===== src/rtl/sha2_pkg.sv =====
// shared types, constants and tables of the sha-256/224 hash core
`default_nettype none
package sha2_pkg;

   typedef logic [31:0] word_type;
   typedef logic [7:0][31:0] work_type;

   localparam int unsigned CountWidth = 61;

   localparam logic [31:0] ROUND_K [64] = '{
      32'h428a2f98, 32'h71374491, 32'hb5c0fbcf, 32'he9b5dba5,
      32'h3956c25b, 32'h59f111f1, 32'h923f82a4, 32'hab1c5ed5,
      32'hd807aa98, 32'h12835b01, 32'h243185be, 32'h550c7dc3,
      32'h72be5d74, 32'h80deb1fe, 32'h9bdc06a7, 32'hc19bf174,
      32'he49b69c1, 32'hefbe4786, 32'h0fc19dc6, 32'h240ca1cc,
      32'h2de92c6f, 32'h4a7484aa, 32'h5cb0a9dc, 32'h76f988da,
      32'h983e5152, 32'ha831c66d, 32'hb00327c8, 32'hbf597fc7,
      32'hc6e00bf3, 32'hd5a79147, 32'h06ca6351, 32'h14292967,
      32'h27b70a85, 32'h2e1b2138, 32'h4d2c6dfc, 32'h53380d13,
      32'h650a7354, 32'h766a0abb, 32'h81c2c92e, 32'h92722c85,
      32'ha2bfe8a1, 32'ha81a664b, 32'hc24b8b70, 32'hc76c51a3,
      32'hd192e819, 32'hd6990624, 32'hf40e3585, 32'h106aa070,
      32'h19a4c116, 32'h1e376c08, 32'h2748774c, 32'h34b0bcb5,
      32'h391c0cb3, 32'h4ed8aa4a, 32'h5b9cca4f, 32'h682e6ff3,
      32'h748f82ee, 32'h78a5636f, 32'h84c87814, 32'h8cc70208,
      32'h90befffa, 32'ha4506ceb, 32'hbef9a3f7, 32'hc67178f2
   };

   localparam logic [31:0] IV_256 [8] = '{
      32'h6a09e667, 32'hbb67ae85, 32'h3c6ef372, 32'ha54ff53a,
      32'h510e527f, 32'h9b05688c, 32'h1f83d9ab, 32'h5be0cd19
   };

   localparam logic [31:0] IV_224 [8] = '{
      32'hc1059ed8, 32'h367cd507, 32'h3070dd17, 32'hf70e5939,
      32'hffc00b31, 32'h68581511, 32'h64f98fa7, 32'hbefa4fa4
   };

   localparam logic [7:0] PAD_MARK = 8'h80;

   typedef enum logic [8:0] {
      ST_INIT     = 9'b000000001,
      ST_IDLE     = 9'b000000010,
      ST_PAD      = 9'b000000100,
      ST_LOAD     = 9'b000001000,
      ST_ROUND    = 9'b000010000,
      ST_UPDATE   = 9'b000100000,
      ST_OUT_RD   = 9'b001000000,
      ST_OUT_LD   = 9'b010000000,
      ST_OUT_WAIT = 9'b100000000
   } state_type;

   // control from the sequencer to the round datapath
   typedef struct packed {
      logic       shift_en;
      logic [7:0] shift_byte;
      logic       load_en;
      logic [2:0] load_idx;
      word_type   load_word;
      logic       round_en;
      word_type   round_k;
   } round_ctrl_type;

   function automatic word_type rotr(input word_type x, input int unsigned n);
      rotr = (x >> n) | (x << (32 - n));
   endfunction

endpackage
`default_nettype wire


===== src/rtl/sha2_if.sv =====
// handshake channels of the sha-256/224 hash core
`default_nettype none
interface sha2_req_if;
   logic       valid;
   logic       ready;
   logic [7:0] data_byte;
   logic       byte_present;
   logic       end_of_message;
   modport source (output valid, data_byte, byte_present, end_of_message, input ready);
   modport sink (input valid, data_byte, byte_present, end_of_message, output ready);
endinterface

interface sha2_rsp_if;
   logic        valid;
   logic        ready;
   logic [31:0] digest_word;
   logic [2:0]  word_index;
   logic        last_word;
   logic        length_overflow;
   modport source (output valid, digest_word, word_index, last_word, length_overflow,
                   input ready);
   modport sink (input valid, digest_word, word_index, last_word, length_overflow,
                 output ready);
endinterface
`default_nettype wire


===== src/rtl/sha256_sha224_hash_core.sv =====
// sha-256 / sha-224 hash core, byte-wide message input, word-wide digest output
//
//   channel   dir   payload                                            moves
//   req_chan  in    data_byte, byte_present, end_of_message            one byte or finish
//   rsp_chan  out   digest_word, word_index, last_word, length_overflow one digest word
//   csr       in    digest_mode                                        mode write
//
// a byte that does not fill a block is only shifted into the buffer; a full block then runs
// the chain reads, 64 rounds in the shared round unit and the read-add-write steps
// finishing pads one byte a cycle, compresses once or twice (not after a length overflow),
// then reads, loads and offers each digest word until rsp_chan takes it; the iv is then reloaded
// reset and a mode write reload the iv into the chain ram before any input is taken
// input is taken only while no block or digest is in flight
`default_nettype none
module sha256_sha224_hash_core
   import sha2_pkg::*;
(
   input  wire logic clock,
   input  wire logic reset,
   sha2_req_if.sink   req_chan,
   sha2_rsp_if.source rsp_chan,
   input  wire logic csr_write_en,
   input  wire logic csr_write_data
);

   // sequencer state
   state_type              state_ff, state_in;
   logic [5:0]             step_ff, step_in;
   logic [CountWidth-1:0]  count_ff, count_in;    // message length in bytes
   logic [5:0]             pos_ff, pos_in;        // byte position in block
   logic                   ovf_ff, ovf_in;
   logic                   mode_ff, mode_in;
   logic                   fin_pend_ff, fin_pend_in;  // finish waits for a compress
   logic                   pad_act_ff, pad_act_in;
   logic                   pad_first_ff, pad_first_in;
   logic                   final_ff, final_in;    // current block carries the length

   // result register
   logic                   rsp_valid_ff, rsp_valid_in;
   word_type               rsp_word_ff, rsp_word_in;
   logic [2:0]             rsp_idx_ff, rsp_idx_in;
   logic                   rsp_last_ff, rsp_last_in;
   logic                   rsp_ovf_ff, rsp_ovf_in;

   // chain ram
   logic                   ram_wr_en;
   logic [2:0]             ram_wr_addr;
   word_type               ram_wr_data;
   logic [2:0]             ram_rd_addr;
   word_type               ram_rd_data;

   round_ctrl_type         ctrl;
   work_type               work;

   logic                   req_fire;
   logic                   rsp_fire;
   logic                   take_byte;
   logic                   ovf_hit;
   logic [63:0]            bit_len;
   logic [7:0]             len_byte;
   logic [2:0]             prev_idx;

   assign req_fire = req_chan.valid && req_chan.ready;
   assign rsp_fire = rsp_valid_ff && rsp_chan.ready;
   assign req_chan.ready = (state_ff == ST_IDLE);

   // a byte is dropped once the bit count would pass 2^64 - 1
   assign ovf_hit   = req_chan.byte_present && !ovf_ff && (&count_ff);
   assign take_byte = req_chan.byte_present && !ovf_ff && !(&count_ff);

   assign bit_len  = {count_ff, 3'b000};
   assign len_byte = 8'(bit_len >> {3'd7 - pos_ff[2:0], 3'b000});
   assign prev_idx = step_ff[2:0] - 3'd1;

   sha2_ram #(.Width(32), .Depth(8)) u_chain_ram (
      .clock   (clock),
      .wr_en   (ram_wr_en),
      .wr_addr (ram_wr_addr),
      .wr_data (ram_wr_data),
      .rd_addr (ram_rd_addr),
      .rd_data (ram_rd_data)
   );

   sha2_round u_round (
      .clock (clock),
      .ctrl  (ctrl),
      .work  (work)
   );

   always_comb begin
      state_in     = state_ff;
      step_in      = step_ff;
      count_in     = count_ff;
      pos_in       = pos_ff;
      ovf_in       = ovf_ff;
      mode_in      = mode_ff;
      fin_pend_in  = fin_pend_ff;
      pad_act_in   = pad_act_ff;
      pad_first_in = pad_first_ff;
      final_in     = final_ff;
      rsp_valid_in = rsp_valid_ff;
      rsp_word_in  = rsp_word_ff;
      rsp_idx_in   = rsp_idx_ff;
      rsp_last_in  = rsp_last_ff;
      rsp_ovf_in   = rsp_ovf_ff;

      ram_wr_en    = 1'b0;
      ram_wr_addr  = prev_idx;
      ram_wr_data  = ram_rd_data + work[prev_idx];
      ram_rd_addr  = step_ff[2:0];

      ctrl            = '0;
      ctrl.load_idx   = prev_idx;
      ctrl.load_word  = ram_rd_data;
      ctrl.round_k    = ROUND_K[step_ff];

      unique case (state_ff)
         ST_INIT: begin
            // write the iv of the selected mode, one word a cycle
            ram_wr_en    = 1'b1;
            ram_wr_addr  = step_ff[2:0];
            ram_wr_data  = mode_ff ? IV_224[step_ff[2:0]] : IV_256[step_ff[2:0]];
            count_in     = '0;
            pos_in       = '0;
            ovf_in       = 1'b0;
            fin_pend_in  = 1'b0;
            pad_act_in   = 1'b0;
            pad_first_in = 1'b0;
            final_in     = 1'b0;
            step_in      = step_ff + 6'd1;
            if (step_ff[2:0] == 3'd7) begin
               state_in = ST_IDLE;
               step_in  = '0;
            end
         end
         ST_IDLE: begin
            if (req_fire) begin
               if (ovf_hit) begin
                  ovf_in = 1'b1;
               end
               if (take_byte) begin
                  ctrl.shift_en   = 1'b1;
                  ctrl.shift_byte = req_chan.data_byte;
                  count_in        = count_ff + CountWidth'(1);
                  pos_in          = pos_ff + 6'd1;
               end
               step_in = '0;
               if (take_byte && (&pos_ff)) begin
                  state_in    = ST_LOAD;
                  fin_pend_in = req_chan.end_of_message;
               end else if (req_chan.end_of_message) begin
                  if (ovf_ff || ovf_hit) begin
                     state_in = ST_OUT_RD;
                  end else begin
                     state_in     = ST_PAD;
                     pad_act_in   = 1'b1;
                     pad_first_in = 1'b1;
                  end
               end
            end
         end
         ST_PAD: begin
            // marker byte, zeros, then the big-endian bit length in the last block
            ctrl.shift_en = 1'b1;
            if (pad_first_ff) begin
               ctrl.shift_byte = PAD_MARK;
               final_in        = !(pos_ff[5:3] == 3'b111);
            end else if (final_ff && (pos_ff[5:3] == 3'b111)) begin
               ctrl.shift_byte = len_byte;
            end else begin
               ctrl.shift_byte = 8'h00;
            end
            pad_first_in = 1'b0;
            pos_in       = pos_ff + 6'd1;
            if (&pos_ff) begin
               state_in = ST_LOAD;
               step_in  = '0;
            end
         end
         ST_LOAD: begin
            // chain words into the working registers, each loaded the cycle after its registered ram read
            ctrl.load_en = (step_ff != 6'd0);
            step_in      = step_ff + 6'd1;
            if (step_ff == 6'd8) begin
               state_in = ST_ROUND;
               step_in  = '0;
            end
         end
         ST_ROUND: begin
            ctrl.round_en = 1'b1;
            step_in       = step_ff + 6'd1;
            if (step_ff == 6'd63) begin
               state_in = ST_UPDATE;
               step_in  = '0;
            end
         end
         ST_UPDATE: begin
            // read chain word i, write it back plus working word in the next cycle
            ram_wr_en = (step_ff != 6'd0);
            step_in   = step_ff + 6'd1;
            if (step_ff == 6'd8) begin
               step_in = '0;
               if (pad_act_ff) begin
                  if (final_ff) begin
                     state_in = ST_OUT_RD;
                  end else begin
                     state_in = ST_PAD;
                     final_in = 1'b1;
                  end
               end else if (fin_pend_ff) begin
                  state_in     = ST_PAD;
                  pad_act_in   = 1'b1;
                  pad_first_in = 1'b1;
                  fin_pend_in  = 1'b0;
               end else begin
                  state_in = ST_IDLE;
               end
            end
         end
         ST_OUT_RD: begin
            state_in = ST_OUT_LD;
         end
         ST_OUT_LD: begin
            rsp_valid_in = 1'b1;
            rsp_word_in  = ovf_ff ? '0 : ram_rd_data;
            rsp_idx_in   = step_ff[2:0];
            rsp_last_in  = (step_ff[2:0] == (mode_ff ? 3'd6 : 3'd7));
            rsp_ovf_in   = ovf_ff;
            state_in     = ST_OUT_WAIT;
         end
         ST_OUT_WAIT: begin
            if (rsp_fire) begin
               rsp_valid_in = 1'b0;
               if (rsp_last_ff) begin
                  state_in = ST_INIT;
                  step_in  = '0;
               end else begin
                  state_in = ST_OUT_RD;
                  step_in  = step_ff + 6'd1;
               end
            end
         end
         default: begin
            state_in = ST_INIT;
            step_in  = '0;
         end
      endcase

      // mode write aborts the message and reloads the iv
      if (csr_write_en) begin
         mode_in      = csr_write_data;
         state_in     = ST_INIT;
         step_in      = '0;
         rsp_valid_in = 1'b0;
      end
   end

   always_ff @(posedge clock) begin
      if (reset) begin
         state_ff     <= ST_INIT;
         step_ff      <= '0;
         count_ff     <= '0;
         pos_ff       <= '0;
         ovf_ff       <= 1'b0;
         mode_ff      <= 1'b0;
         fin_pend_ff  <= 1'b0;
         pad_act_ff   <= 1'b0;
         pad_first_ff <= 1'b0;
         final_ff     <= 1'b0;
         rsp_valid_ff <= 1'b0;
      end else begin
         state_ff     <= state_in;
         step_ff      <= step_in;
         count_ff     <= count_in;
         pos_ff       <= pos_in;
         ovf_ff       <= ovf_in;
         mode_ff      <= mode_in;
         fin_pend_ff  <= fin_pend_in;
         pad_act_ff   <= pad_act_in;
         pad_first_ff <= pad_first_in;
         final_ff     <= final_in;
         rsp_valid_ff <= rsp_valid_in;
      end
      rsp_word_ff <= rsp_word_in;
      rsp_idx_ff  <= rsp_idx_in;
      rsp_last_ff <= rsp_last_in;
      rsp_ovf_ff  <= rsp_ovf_in;
   end

   assign rsp_chan.valid           = rsp_valid_ff;
   assign rsp_chan.digest_word     = rsp_word_ff;
   assign rsp_chan.word_index      = rsp_idx_ff;
   assign rsp_chan.last_word       = rsp_last_ff;
   assign rsp_chan.length_overflow = rsp_ovf_ff;

endmodule
`default_nettype wire


===== src/rtl/sha2_ram.sv =====
// generic single-write, single-read ram with registered read
`default_nettype none
module sha2_ram #(
   parameter int Width = 32,
   parameter int Depth = 8
) (
   input  wire logic                     clock,
   input  wire logic                     wr_en,
   input  wire logic [$clog2(Depth)-1:0] wr_addr,
   input  wire logic [Width-1:0]         wr_data,
   input  wire logic [$clog2(Depth)-1:0] rd_addr,
   output logic      [Width-1:0]         rd_data
);

   logic [Width-1:0] mem_ff [Depth];

   always_ff @(posedge clock) begin
      if (wr_en) begin
         mem_ff[wr_addr] <= wr_data;
      end
      rd_data <= mem_ff[rd_addr];
   end

endmodule
`default_nettype wire


===== src/rtl/sha2_round.sv =====
// block buffer, message schedule and working words with one round per cycle
`default_nettype none
module sha2_round
   import sha2_pkg::*;
(
   input  wire logic           clock,
   input  wire round_ctrl_type ctrl,
   output work_type            work
);

   word_type sched_ff [16];
   word_type sched_new;
   work_type work_ff;
   work_type work_in;
   word_type t1;
   word_type t2;

   // next schedule word from the 16-word window
   always_comb begin
      sched_new = (rotr(sched_ff[14], 17) ^ rotr(sched_ff[14], 19) ^ (sched_ff[14] >> 10))
                + sched_ff[9]
                + (rotr(sched_ff[1], 7) ^ rotr(sched_ff[1], 18) ^ (sched_ff[1] >> 3))
                + sched_ff[0];
   end

   always_comb begin
      t1 = work_ff[7]
         + (rotr(work_ff[4], 6) ^ rotr(work_ff[4], 11) ^ rotr(work_ff[4], 25))
         + ((work_ff[4] & work_ff[5]) ^ (~work_ff[4] & work_ff[6]))
         + ctrl.round_k + sched_ff[0];
      t2 = (rotr(work_ff[0], 2) ^ rotr(work_ff[0], 13) ^ rotr(work_ff[0], 22))
         + ((work_ff[0] & work_ff[1]) ^ (work_ff[0] & work_ff[2]) ^
            (work_ff[1] & work_ff[2]));
      work_in = work_ff;
      if (ctrl.round_en) begin
         work_in[7] = work_ff[6];
         work_in[6] = work_ff[5];
         work_in[5] = work_ff[4];
         work_in[4] = work_ff[3] + t1;
         work_in[3] = work_ff[2];
         work_in[2] = work_ff[1];
         work_in[1] = work_ff[0];
         work_in[0] = t1 + t2;
      end else if (ctrl.load_en) begin
         work_in[ctrl.load_idx] = ctrl.load_word;
      end
   end

   always_ff @(posedge clock) begin
      work_ff <= work_in;
      if (ctrl.shift_en) begin
         // whole buffer moves up one byte
         for (int i = 0; i < 15; i++) begin
            sched_ff[i] <= {sched_ff[i][23:0], sched_ff[i+1][31:24]};
         end
         sched_ff[15] <= {sched_ff[15][23:0], ctrl.shift_byte};
      end else if (ctrl.round_en) begin
         for (int i = 0; i < 15; i++) begin
            sched_ff[i] <= sched_ff[i+1];
         end
         sched_ff[15] <= sched_new;
      end
   end

   assign work = work_ff;

endmodule
`default_nettype wire


===== src/flat_wrapper.sv =====
// flat-port wrapper written by rule: the top's interface ports become plain ports
module sha256_sha224_hash_core_flat import sha2_pkg::*;
  (clock, reset, csr_write_en, csr_write_data, req_chan_valid, req_chan_data_byte, req_chan_byte_present, req_chan_end_of_message, req_chan_ready, rsp_chan_valid, rsp_chan_digest_word, rsp_chan_word_index, rsp_chan_last_word, rsp_chan_length_overflow, rsp_chan_ready);
  sha2_req_if req_chan_i ();
  sha2_rsp_if rsp_chan_i ();
  input  wire logic clock;
  input  wire logic reset;
  input  wire logic csr_write_en;
  input  wire logic csr_write_data;
  input wire logic [$bits(req_chan_i.valid)-1:0] req_chan_valid;
  input wire logic [$bits(req_chan_i.data_byte)-1:0] req_chan_data_byte;
  input wire logic [$bits(req_chan_i.byte_present)-1:0] req_chan_byte_present;
  input wire logic [$bits(req_chan_i.end_of_message)-1:0] req_chan_end_of_message;
  output wire logic [$bits(req_chan_i.ready)-1:0] req_chan_ready;
  output wire logic [$bits(rsp_chan_i.valid)-1:0] rsp_chan_valid;
  output wire logic [$bits(rsp_chan_i.digest_word)-1:0] rsp_chan_digest_word;
  output wire logic [$bits(rsp_chan_i.word_index)-1:0] rsp_chan_word_index;
  output wire logic [$bits(rsp_chan_i.last_word)-1:0] rsp_chan_last_word;
  output wire logic [$bits(rsp_chan_i.length_overflow)-1:0] rsp_chan_length_overflow;
  input wire logic [$bits(rsp_chan_i.ready)-1:0] rsp_chan_ready;
  assign req_chan_i.valid = req_chan_valid;
  assign req_chan_i.data_byte = req_chan_data_byte;
  assign req_chan_i.byte_present = req_chan_byte_present;
  assign req_chan_i.end_of_message = req_chan_end_of_message;
  assign req_chan_ready = req_chan_i.ready;
  assign rsp_chan_valid = rsp_chan_i.valid;
  assign rsp_chan_digest_word = rsp_chan_i.digest_word;
  assign rsp_chan_word_index = rsp_chan_i.word_index;
  assign rsp_chan_last_word = rsp_chan_i.last_word;
  assign rsp_chan_length_overflow = rsp_chan_i.length_overflow;
  assign rsp_chan_i.ready = rsp_chan_ready;
  sha256_sha224_hash_core u_core (.clock(clock), .reset(reset), .req_chan(req_chan_i), .rsp_chan(rsp_chan_i), .csr_write_en(csr_write_en), .csr_write_data(csr_write_data));
endmodule

===== config.mk =====
export PLATFORM = sky130hd
export DESIGN_NAME = sha256_sha224_hash_core_flat
export DESIGN_NICKNAME = d
export VERILOG_FILES = /design/src/rtl/sha2_pkg.sv /design/src/rtl/sha2_if.sv /design/src/rtl/sha256_sha224_hash_core.sv /design/src/rtl/sha2_ram.sv /design/src/rtl/sha2_round.sv /design/src/flat_wrapper.sv
export SDC_FILE = /design/constraint.sdc
export NUM_CORES = 2
export LEC_CHECK = 0
export BUFFER_PORTS_ARGS = -buffer_cell sky130_fd_sc_hd__buf_2
export CORE_MARGIN = 2
export CORE_UTILIZATION = 65
export DETAILED_ROUTE_END_ITERATION = 8
export PLACE_DENSITY = 0.92
export SKIP_LAST_GASP = 1
export SLEW_MARGIN = 40
export SYNTH_ARGS = -nofsm -noshare
export SYNTH_HDL_FRONTEND = slang
export SYNTH_SLANG_ARGS = --single-unit
export TNS_END_PERCENT = 20

===== constraint.sdc =====
create_clock -name clock -period 19.9 [get_ports clock]
set_input_delay 3.98 -clock clock [delete_from_list [all_inputs] [get_ports clock]]
set_output_delay 3.98 -clock clock [all_outputs]
set_load 0.05 [all_outputs]

==> out/metrics.csv <==
stage,metric,value,unit
outcome,status,"finished, violations left",
outcome,violations,design-rule violations,
cts,clkSlewWorstSetupHoldPaths,0.07,ns
grt,grt_max_degree,209,
place,placedInstanceArea,70500,sq um
synth,synth.largest_area_cell,edfxtp_1,
route,dr.pass1.iters,9,
cts,cts_hold_repair.buffers,0,
synth,async_reset_ff_frac,0,
place,detailed_place_hpwl,150000,microns
synth,synth_area_leaders,"edfxtp_1, nand2_1, fa_1, xnor2_1, dfxtp_1",
route,drt-wirelength-per-cell,26.9,microns
sta,final_max_slew_viol_count,0,
synth,mappedNetlistNets,7372,
grt,gr-usage-met1,0.547,
final_layout,fin_util,0.707,
sta,final-hold-violation-count,0,
setup_path,critical_path_buf_inv_count,4,
grt,groute.usage.overall,0.405,
floorplan,design.core.area,105000,sq um
grt,antenna_violations_before_repair,8,
synth,mappedNetlistArea,69100,sq um
power,cellPowerDensity,79.7,nW/um^2
setup_path,max_stage_delay,0.82,ns
setup_path,worst_path_most_repeated_cell,a21oi_1,
place,finalWeightedCongestion,1.04,
power,power.total,5.94,mW
min_path,hold_path_startpoint,u_core.u_round.sched_ff[1][247]$_DFFE_PP_,
setup_path,critical_path.reg2reg.startpoint,u_core.step_ff[2]$_SDFFE_PP0P_,
setup_path,r2r_setup_slack,9.45,ns
cts,cts_max_path_buffers,3,
grt,fraction_of_met3_tracks_used_by_global_routing,0.126,
cts,cts_sinks,1182,
sta,setup_viol,0,
cts,cts_inserted_buffers,118,
floorplan,placementRows,119,
sta,final.setup.tns,0,ns
synth,synth_cells,6984,
final_layout,area.growth.synth_to_final,7.77,%
grt,gr-usage-met2,0.600,
sta,max_freq,95.7,MHz
power,static-leakage-power,29.0,nW
floorplan,pin_count,55,
sta,largest_clock_skew_in_the_final_design,0.0667,ns
place,buffer_ports.inserted,54,
power,ir_worst_vdd,0.0000992,V
final_layout,final_cell_area,74500,sq um
grt,first_global_vias,52272,
synth,edff_count_synth,1061,
sta,slew-limit-headroom,0.315,
sta,grt_setup_unrepaired,false,
setup_path,critical_path_launch_point,u_core.step_ff[2]$_SDFFE_PP0P_,
setup_path,start_kind,flip-flop,
run,timing.max_cap.violations,0,
setup_path,worstSetupPathType,reg2reg,
setup_path,critPathCaptureType,flip-flop,
synth,synth_cell_types,90,
setup_path,crit_slowest_cell,dfxtp_4,
cts,worst_skew_pair.late_latency,0.78,ns
sta,layout_min_cycle_time,10.45,ns
grt,grt_pass1_wl,328000,microns
sta,tightestPinTransition,1.03,ns
final_layout,final_layout_size_suffix_gt1_frac,0.0736,
final_layout,fin_nets,7135,
route,detailroute.via_count,55465,
synth,seq_total_area_yosys,0.496,
route,drc_errors,58,
route,routed_wirelength,222000,microns
setup_path,worst-path-max-fanout,71,
synth,synth_seq_cells,1182,
floorplan,die_h,330,microns
synth,synth_top_cell_area_share,0.461,
floorplan,die-width,330,microns
route,drt.antenna.violating_nets,0,
synth,postSynth.topFlopCell,edfxtp_1,
setup_path,cp_top_family,compound AO/OA/AOI/OAI gates,
cts,clk_root_buffer_cell,clkbuf_16,
synth,syn_avg_cell_area,9.90,sq um
floorplan,start_util,0.656,
setup_path,critical_path_at,10.91,ns
synth,synth_warnings,0,
grt,gr-total-overflow,0,
cts,post_cts.resized_instances,0,
floorplan,die_area,109000,sq um
setup_path,required,20.36,ns
cts,tritoncts,yes,
min_path,holdCritPathClass,reg2reg,
sta,post-route-period-util,0.525,
cts,post-cts-setup-buffers,0,
cts,h_tree_depth,3,
grt,top_usage_layer,met2,
final_layout,fillCellCount,7180,
route,detail_route.iter0.violations,10115,
route,drt-vias-per-instance,6.73,
## worst min-delay path, stage by stage, from the launching register on
cell and delay [ns]:
edfxtp_1 0.34, nand2_1 0.06, nand2_1 0.05
## Yosys cell counts, types with 6 or more instances
| master | n |
|---|---|
| nor3_1 | 49 |
| nor2_1 | 243 |
| ha_1 | 184 |
| o211ai_1 | 20 |
| clkbuf_1 | 427 |
| xnor2_1 | 308 |
| nor3b_1 | 8 |
| a221o_1 | 6 |
| o21a_1 | 29 |
| buf_2 | 15 |
| mux2i_1 | 37 |
| dfxtp_1 | 121 |
| a311oi_1 | 9 |
| o21bai_1 | 20 |
| o21ai_0 | 307 |
| inv_1 | 262 |
| mux2_2 | 24 |
| and2_1 | 13 |
| nand2_1 | 2098 |
| a21oi_1 | 236 |
| and4_1 | 9 |
| nand2b_1 | 39 |
| mux4_2 | 84 |
| xor2_1 | 146 |
| o221ai_1 | 11 |
| a31oi_1 | 37 |
| nor2b_1 | 55 |
| or2_2 | 10 |
| a211oi_1 | 39 |
| nand4_1 | 58 |
| fa_1 | 188 |
| o311ai_0 | 10 |
| a21boi_0 | 6 |
| buf_1 | 58 |
| and3_1 | 32 |
| nand3_1 | 324 |
| a221oi_1 | 8 |
| a22oi_1 | 131 |
| edfxtp_1 | 1061 |
| or3_1 | 15 |
| a21o_1 | 123 |
| o31ai_1 | 22 |
## cell usage in the layout (no fill, tap or decap), types with 121 or more instances in the layout
cell type / synthesis / routed
nand2_1: 2098 / 2096
ha_1: 184 / 184
fa_1: 188 / 188
o21ai_0: 307 / 285
inv_1: 262 / 261
nor2_1: 243 / 229
nand3_1: 324 / 323
xnor2_1: 308 / 308
a21o_1: 123 / 123
edfxtp_1: 1061 / 1061
a22oi_1: 131 / 131
a21oi_1: 236 / 236
xor2_1: 146 / 146
clkbuf_16: 0 / 121
## logic make-up after synthesis
family,after synthesis,synth area share
AO/OA/AOI/OAI,1068,0.0975
XOR/XNOR,454,0.0575
adder cells (fa/ha/maj),374,0.0880
buffers and inverters,769,0.0422
flip-flops,1182,0.496
multiplexers,145,0.0366
AND/OR/NAND/NOR,2992,0.182
## routing by layer
layer  wire (microns)  vias to the layer above
met5               13                        -
met3            34200                      913
met1            77900                    26337
met4            13100                        2
li1                 -                    23613
met2            96900                     4600
## power by group
part	total, mW	switching, mW	leakage (nW)	internal (mW)
clock	2.30	1.02	1.90	1.27
sequential	2.79	0.0734	10.6	2.72
combinational	0.853	0.528	16.5	0.325
total	5.94	1.62	29.0	4.32
## worst paths after layout
check | endpoint | depth (start not counted)
worst max-delay path | u_core.u_round.work[30]$_DFFE_PP_ | 28
worst min-delay path | u_core.u_round.sched_ff[1][215]$_DFFE_PP_ | 2
worst max register to register | u_core.u_round.work[30]$_DFFE_PP_ | 28
worst min register to register | u_core.u_round.sched_ff[1][215]$_DFFE_PP_ | 2
## per-stage QoR
step	cells	setup WS [ns]	hold WS (ns)
CTS	8235	9.56	0.492
global route	8239	9.07	0.532
detailed placement	8015	9.55	0.499
global placement	7996	9.82	0.486
finish	8241	9.45	0.492
floorplan	6984	2.80	0.454
## final cells by class
class	count	area, sq um	share of cell area
multi-input combinational	5033	32200	0.432
inverter	266	1000	0.0135
sequential	1182	34300	0.460
clock buffer	153	3220	0.0432
antenna	3	7.51	0.000101
tap	1391	1740	0.0234
timing repair buffer	146	1380	0.0185
clock inverter	67	694	0.00932
## registers in the layout, indices dropped and copies added, names as in the netlist, 3 cells and up
signal and cells:
u_core.count_ff 61, u_core.pos_ff 6, u_core.rsp_chan.digest_word 32, u_core.rsp_chan.word_index 3
u_core.state_ff 9, u_core.step_ff 6, u_core.u_chain_ram.mem_ff 256, u_core.u_chain_ram.rd_data 32
u_core.u_round.sched_ff 512, u_core.u_round.work 256
(Power assumes the default switching activity.)
